## src/rtl/cfa_pkg.sv

```systemverilog
`timescale 1ns / 1ps
// Shared constants, types and helper functions of the complementary attitude filter.
// No dependencies.
package cfa_pkg;

    localparam int CORDIC_STEPS_DEF    = 16;
    localparam int ANGLE_FRAC_BITS_DEF = 16;
    localparam int ATAN_TAB_LEN        = 24;

    localparam int FIELD_W  = 16;
    localparam int ANGLE_W  = 32;
    localparam int DIV_W    = 48;
    localparam int DIVR_W   = 10;
    localparam int WIDE_W   = 52;
    localparam int MUL_A_W  = 34;
    localparam int MUL_B_W  = 18;
    localparam int CFG_IDX_W = 3;

    localparam int GYRO_SCALE = 131;
    localparam int MS_PER_S   = 1000;
    localparam logic [FIELD_W-1:0] WEIGHT_RESET = 16'd65274;

    // ceil(2^shift / divisor); exact floor quotient for 26-bit partial dividends
    localparam int RECIP_W       = 27;
    localparam int RECIP_SH_GYRO = 34;
    localparam int RECIP_SH_MS   = 36;
    localparam logic [RECIP_W-1:0] RECIP_GYRO = 27'd131144040;
    localparam logic [RECIP_W-1:0] RECIP_MS   = 27'd68719477;

    typedef enum logic [CFG_IDX_W-1:0] {
        CFG_ACC_ROLL_OFF  = 3'd0,
        CFG_ACC_PITCH_OFF = 3'd1,
        CFG_GYRO_X_OFF    = 3'd2,
        CFG_GYRO_Y_OFF    = 3'd3,
        CFG_GYRO_Z_OFF    = 3'd4,
        CFG_GYRO_WEIGHT   = 3'd5
    } cfg_idx_t;

    typedef enum logic {
        DIVISOR_GYRO = 1'b0,
        DIVISOR_MS   = 1'b1
    } divisor_sel_t;

    // atan(2^-i) in degrees, scaled by 2^24
    function automatic logic signed [32:0] atan_deg(input logic [4:0] i);
        logic signed [32:0] v;
        case (i)
            5'd0:    v = 33'sd754974720;
            5'd1:    v = 33'sd445687602;
            5'd2:    v = 33'sd235489088;
            5'd3:    v = 33'sd119537938;
            5'd4:    v = 33'sd60000934;
            5'd5:    v = 33'sd30029717;
            5'd6:    v = 33'sd15018523;
            5'd7:    v = 33'sd7509720;
            5'd8:    v = 33'sd3754917;
            5'd9:    v = 33'sd1877466;
            5'd10:   v = 33'sd938734;
            5'd11:   v = 33'sd469367;
            5'd12:   v = 33'sd234684;
            5'd13:   v = 33'sd117342;
            5'd14:   v = 33'sd58671;
            5'd15:   v = 33'sd29335;
            5'd16:   v = 33'sd14668;
            5'd17:   v = 33'sd7334;
            5'd18:   v = 33'sd3667;
            5'd19:   v = 33'sd1833;
            5'd20:   v = 33'sd917;
            5'd21:   v = 33'sd458;
            5'd22:   v = 33'sd229;
            5'd23:   v = 33'sd115;
            default: v = 33'sd0;
        endcase
        return v;
    endfunction

    function automatic logic signed [ANGLE_W-1:0] sat32(input logic signed [WIDE_W-1:0] v);
        logic signed [ANGLE_W-1:0] r;
        if (v > WIDE_W'(64'sd2147483647))
            r = 32'sh7fffffff;
        else if (v < -WIDE_W'(64'sd2147483648))
            r = 32'sh80000000;
        else
            r = v[ANGLE_W-1:0];
        return r;
    endfunction

endpackage

```

## src/rtl/cfa_div.sv

```systemverilog
`timescale 1ns / 1ps
// Divider by a selectable constant: 16-bit digits by reciprocal multiplication,
// each digit in a quotient phase, then a remainder phase. Depends on cfa_pkg.
module cfa_div (
    input  logic                      clk,
    input  logic                      rst_n,
    input  logic                      start,
    input  cfa_pkg::divisor_sel_t     sel,
    input  logic [cfa_pkg::DIV_W-1:0] dividend,
    output logic                      done,
    output logic [cfa_pkg::DIV_W-1:0] quotient
);
    import cfa_pkg::*;

    localparam int CHUNK_W = 16;
    localparam int CHUNKS  = DIV_W / CHUNK_W;
    localparam int T_W     = DIVR_W + CHUNK_W;
    localparam int P_W     = T_W + RECIP_W;
    localparam int CNT_W   = $clog2(CHUNKS);

    logic               busy_reg, busy_next;
    logic               done_reg, done_next;
    logic               phase_reg, phase_next;
    logic [CNT_W-1:0]   cnt_reg, cnt_next;
    divisor_sel_t       sel_reg, sel_next;
    logic [DIVR_W-1:0]  rem_reg, rem_next;
    logic [DIV_W-1:0]   src_reg, src_next;
    logic [DIV_W-1:0]   quo_reg, quo_next;
    logic [CHUNK_W-1:0] qd_reg, qd_next;

    logic [T_W-1:0]     t;
    logic [RECIP_W-1:0] recip;
    logic [DIVR_W-1:0]  dvs;
    logic [P_W-1:0]     prod;
    logic [CHUNK_W-1:0] q_digit;
    logic [T_W-1:0]     back;

    always_comb
    begin
        t       = {rem_reg, src_reg[DIV_W-1 -: CHUNK_W]};
        recip   = (sel_reg == DIVISOR_MS) ? RECIP_MS : RECIP_GYRO;
        dvs     = (sel_reg == DIVISOR_MS) ? DIVR_W'(MS_PER_S) : DIVR_W'(GYRO_SCALE);
        prod    = t * recip;
        q_digit = (sel_reg == DIVISOR_MS) ? prod[RECIP_SH_MS +: CHUNK_W]
                                          : prod[RECIP_SH_GYRO +: CHUNK_W];
        back    = T_W'(qd_reg) * T_W'(dvs);

        busy_next  = busy_reg;
        done_next  = 1'b0;
        phase_next = phase_reg;
        cnt_next   = cnt_reg;
        sel_next   = sel_reg;
        rem_next   = rem_reg;
        src_next   = src_reg;
        quo_next   = quo_reg;
        qd_next    = qd_reg;
        if (start)
        begin
            busy_next  = 1'b1;
            phase_next = 1'b0;
            cnt_next   = '0;
            sel_next   = sel;
            rem_next   = '0;
            src_next   = dividend;
            quo_next   = '0;
        end
        else if (busy_reg)
        begin
            if (!phase_reg)
            begin
                qd_next    = q_digit;
                phase_next = 1'b1;
            end
            else
            begin
                rem_next   = DIVR_W'(t - back);
                quo_next   = {quo_reg[DIV_W-CHUNK_W-1:0], qd_reg};
                src_next   = {src_reg[DIV_W-CHUNK_W-1:0], {CHUNK_W{1'b0}}};
                phase_next = 1'b0;
                cnt_next   = cnt_reg + 1'b1;
                if (cnt_reg == CNT_W'(CHUNKS - 1))
                begin
                    busy_next = 1'b0;
                    done_next = 1'b1;
                end
            end
        end
    end

    always_ff @(posedge clk or negedge rst_n)
    begin
        if (!rst_n)
        begin
            busy_reg  <= 1'b0;
            done_reg  <= 1'b0;
            phase_reg <= 1'b0;
            cnt_reg   <= '0;
        end
        else
        begin
            busy_reg  <= busy_next;
            done_reg  <= done_next;
            phase_reg <= phase_next;
            cnt_reg   <= cnt_next;
        end
    end

    always_ff @(posedge clk)
    begin
        sel_reg <= sel_next;
        rem_reg <= rem_next;
        src_reg <= src_next;
        quo_reg <= quo_next;
        qd_reg  <= qd_next;
    end

    assign done     = done_reg;
    assign quotient = quo_reg;

endmodule

```

## config.mk

```make
export PLATFORM = sky130hd
export DESIGN_NAME = cfa_div
export DESIGN_NICKNAME = d
export VERILOG_FILES = /design/src/rtl/cfa_pkg.sv /design/src/rtl/cfa_div.sv
export SDC_FILE = /design/constraint.sdc
export NUM_CORES = 1
export LEC_CHECK = 0
export ABC_AREA = 1
export BUFFER_PORTS_ARGS = -buffer_cell sky130_fd_sc_hd__buf_2
export CAP_MARGIN = 20
export CORE_MARGIN = 2
export CORE_UTILIZATION = 25
export DETAILED_ROUTE_END_ITERATION = 7
export PLACE_DENSITY = 0.46
export SYNTH_ARGS = -nofsm -noshare
export SYNTH_HDL_FRONTEND = slang
export SYNTH_SLANG_ARGS = --single-unit
```

## constraint.sdc

```tcl
create_clock -name clk -period 7.1 [get_ports clk]
set_input_delay 1.42 -clock clk [delete_from_list [all_inputs] [get_ports clk]]
set_output_delay 1.42 -clock clk [all_outputs]
set_load 0.005 [all_outputs]
```

==> metrics <==
CP cell instances=buf_12, buf_4, nand2_1, inv_1, fa_1, fa_1, fa_1, fa_1, fa_1, inv_1, fa_1, fa_1, inv_1, ha_1, nand2_1, nor2_1, nand2_1, nor2_1, nand4_1, nand3_1, nand2_1, nand3_1, nand2_1; worst-margin pin slew=981 ps; Fin. Hold Viols=0; most common cell after layout, fill and taps aside=inv_1; Max-slew headroom=34.4%; Vias=17000; routability cong.=0.958; Adder-Cell Fraction of Synth Area=52.5%; setup TNS=0 ps; crit path DAT=6970 ps; CTS tree=yes; Clock transition at path regs=70 ps; number of synthesized register bits=128; Post-synth ARST share=3.91%; fmax=0.147 GHz; slowest cell on the critical path=fa_1; fillcell total=9887; WL/cell=18.0 um; Via density=4.19; cell area after synthesis=22600 um^2; CP max FO=32; CP startpoint kind=register; Post-Synth Simple-Gate Area=13.2%; vias in the first global route=17900; layout cells sized above 1=8.15%; # DRC=0; Netlist cell types=42; Initial Util=25.1%; initial antenna violation count=4; CTS Buf Count=17; worst skew pair latency=450 ps; Hold Path Class=reg2reg; PortBufs=100; Reg area=3240 um^2; hold-fix buffer count after cts=0; total track usage=16.1%; final setup skew=20.6 ps; Post-Route WL=72.9 mm; main combinational cell family by area after synthesis=adder cells; Final nets=3629; # diodes=0; fin crit period=6780 ps; htree depth=4; CP Class=reg2reg; Max Root-Sink Buffers=2; Die X=304 um; Final period util=95.5%; largest net degree at the start of global routing=62; Area growth syn-to-layout=14.2%; Crit path largest cell delay=670 ps; mux contribution to synthesized area=0%; WP data required=7290 ps; CP top delay family=adder cells; die height=304 um; DP Wirelength=65.5 mm; Slew Viols, Final=0; row count=110; Syn Area/Cell=8.46 um^2; io pins=101; gr ovfl total=0; Detail Route Antenna Nets=0; CP dominant cell by count=fa_1; Worst setup EP type=register; number of enable flip-flop cells after synthesis=65; core footprint=89700 um^2; compound-cell area share of the yosys netlist=4.77%; synthesized instance count=2665; status=finished clean; Final setup viols=0; Multi-input gate area=16200 um^2; hold_ws=450 ps; Max-Cap Viols=0; Seq/Total Area, Yosys=14.4%; area of the die=92600 um^2; Detailed Route Iter0 Violations=955; worst reg2reg setup slack=320 ps; most frequent cells in the layout=inv_1 (823), nand2_1 (471), fa_1 (381), ha_1 (337), nor2_1 (126); clock sink count=128; XOR/XNOR Fraction of Synth Area=0.544%; synthesis warning total=0; CP bufs+invs=5; Synth Flop Type=edfxtp_1; unrepaired setup endpoints after global routing=no; global-route wire length before repair=112 mm; Pre-antenna DRT Iters=5; CTS Root Cell=clkbuf_16
## synth_stat cells (2+ instances only)
cell type / n / area [um^2]
o21ai_0: 88 / 440
clkbuf_1: 34 / 128
o22ai_1: 28 / 175
nand2b_1: 2 / 12.5
edfxtp_1: 65 / 1950
nor2_1: 127 / 477
dfrtp_1: 5 / 125
nor2_2: 5 / 31.3
o21ai_1: 2 / 10.0
inv_1: 824 / 3090
o21bai_1: 10 / 75.1
ha_1: 337 / 4220
buf_2: 7 / 35.0
nor3_1: 20 / 100
xor2_1: 4 / 35.0
nand3_1: 72 / 360
nand2_1: 471 / 1770
a21oi_1: 66 / 330
dfxtp_1: 58 / 1160
conb_1: 2 / 7.51
fa_1: 381 / 7630
xnor2_1: 10 / 87.6
nand4_1: 22 / 138
nand2_2: 6 / 37.5
a31oi_1: 2 / 12.5
## layer usage
metal	up-vias	part of all wire (%)	GRT usage, %
met4	4	2.8	4.69
met2	319	46	26.6
li1	8305	-	-
met1	8261	48	22.5
met3	65	3.5	1.46
met5	-	0.037	0
## worst register-to-register path, delay by kind of cell (launching register included)
| kind | cells | cell delay [ps] |
|---|---|---|
| adder cells (fa/ha/maj) | 8 | 3750 |
| AND/OR/NAND/NOR | 10 | 1490 |
| buffers and inverters | 5 | 840 |
| flip-flops | 1 | 460 |
## kinds of logic (layout without fill, tap and decap cells)
| group | after synthesis | after routing |
|---|---|---|
| adders and majority gates | 718 | 718 |
| AOI/OAI and AO/OA | 200 | 200 |
| other | 2 | 39 |
| buffers and inverters | 871 | 1041 |
| and+or+nand+nor | 732 | 732 |
| DFF | 128 | 128 |
| xor gates and xnor gates | 14 | 14 |
## repair_timing
item | in CTS | in global routing
resized for setup | 0 | 3
buffers inserted | 0 | 0
endpoints found under the setup margin | 0 | 8
## final cells by class
class | instances | area share [%]
multi-input cells | 1703 | 62.8
well taps | 1176 | 5.71
repair buffers | 181 | 4.37
flip-flops and latches | 128 | 12.6
clock inverters | 14 | 0.787
clock buffers | 18 | 1.67
inverters | 828 | 12.1
## per-stage QoR
stage | cells | cell area (um^2) | setup WS [ps] | utilization, %
3_3_place_gp | 4016 | 25100 | 207 | 28.0
6_report | 4048 | 25800 | 317 | 28.7
2_1_floorplan | 2702 | 22700 | 705 | -
3_5_place_dp | 4016 | 25100 | 208 | 28.0
5_1_grt | 4048 | 25800 | 20.9 | 28.7
4_1_cts | 4048 | 25800 | 169 | 28.7
## final timing paths
path                                    from  cells past startpoint            to
worst min-delay path            quotient[37]                      2  quotient[37]
worst min register to register  quotient[37]                      2  quotient[37]
worst max register to register       sel_reg                     23     qd_reg[1]
min in group asynchronous              rst_n                      1          done
max in group asynchronous              rst_n                      1      busy_reg
worst max-delay path                 sel_reg                     23     qd_reg[1]
Power is not shown: default switching activity piles up to over one toggle a cycle in this logic, so the estimate is an artifact.
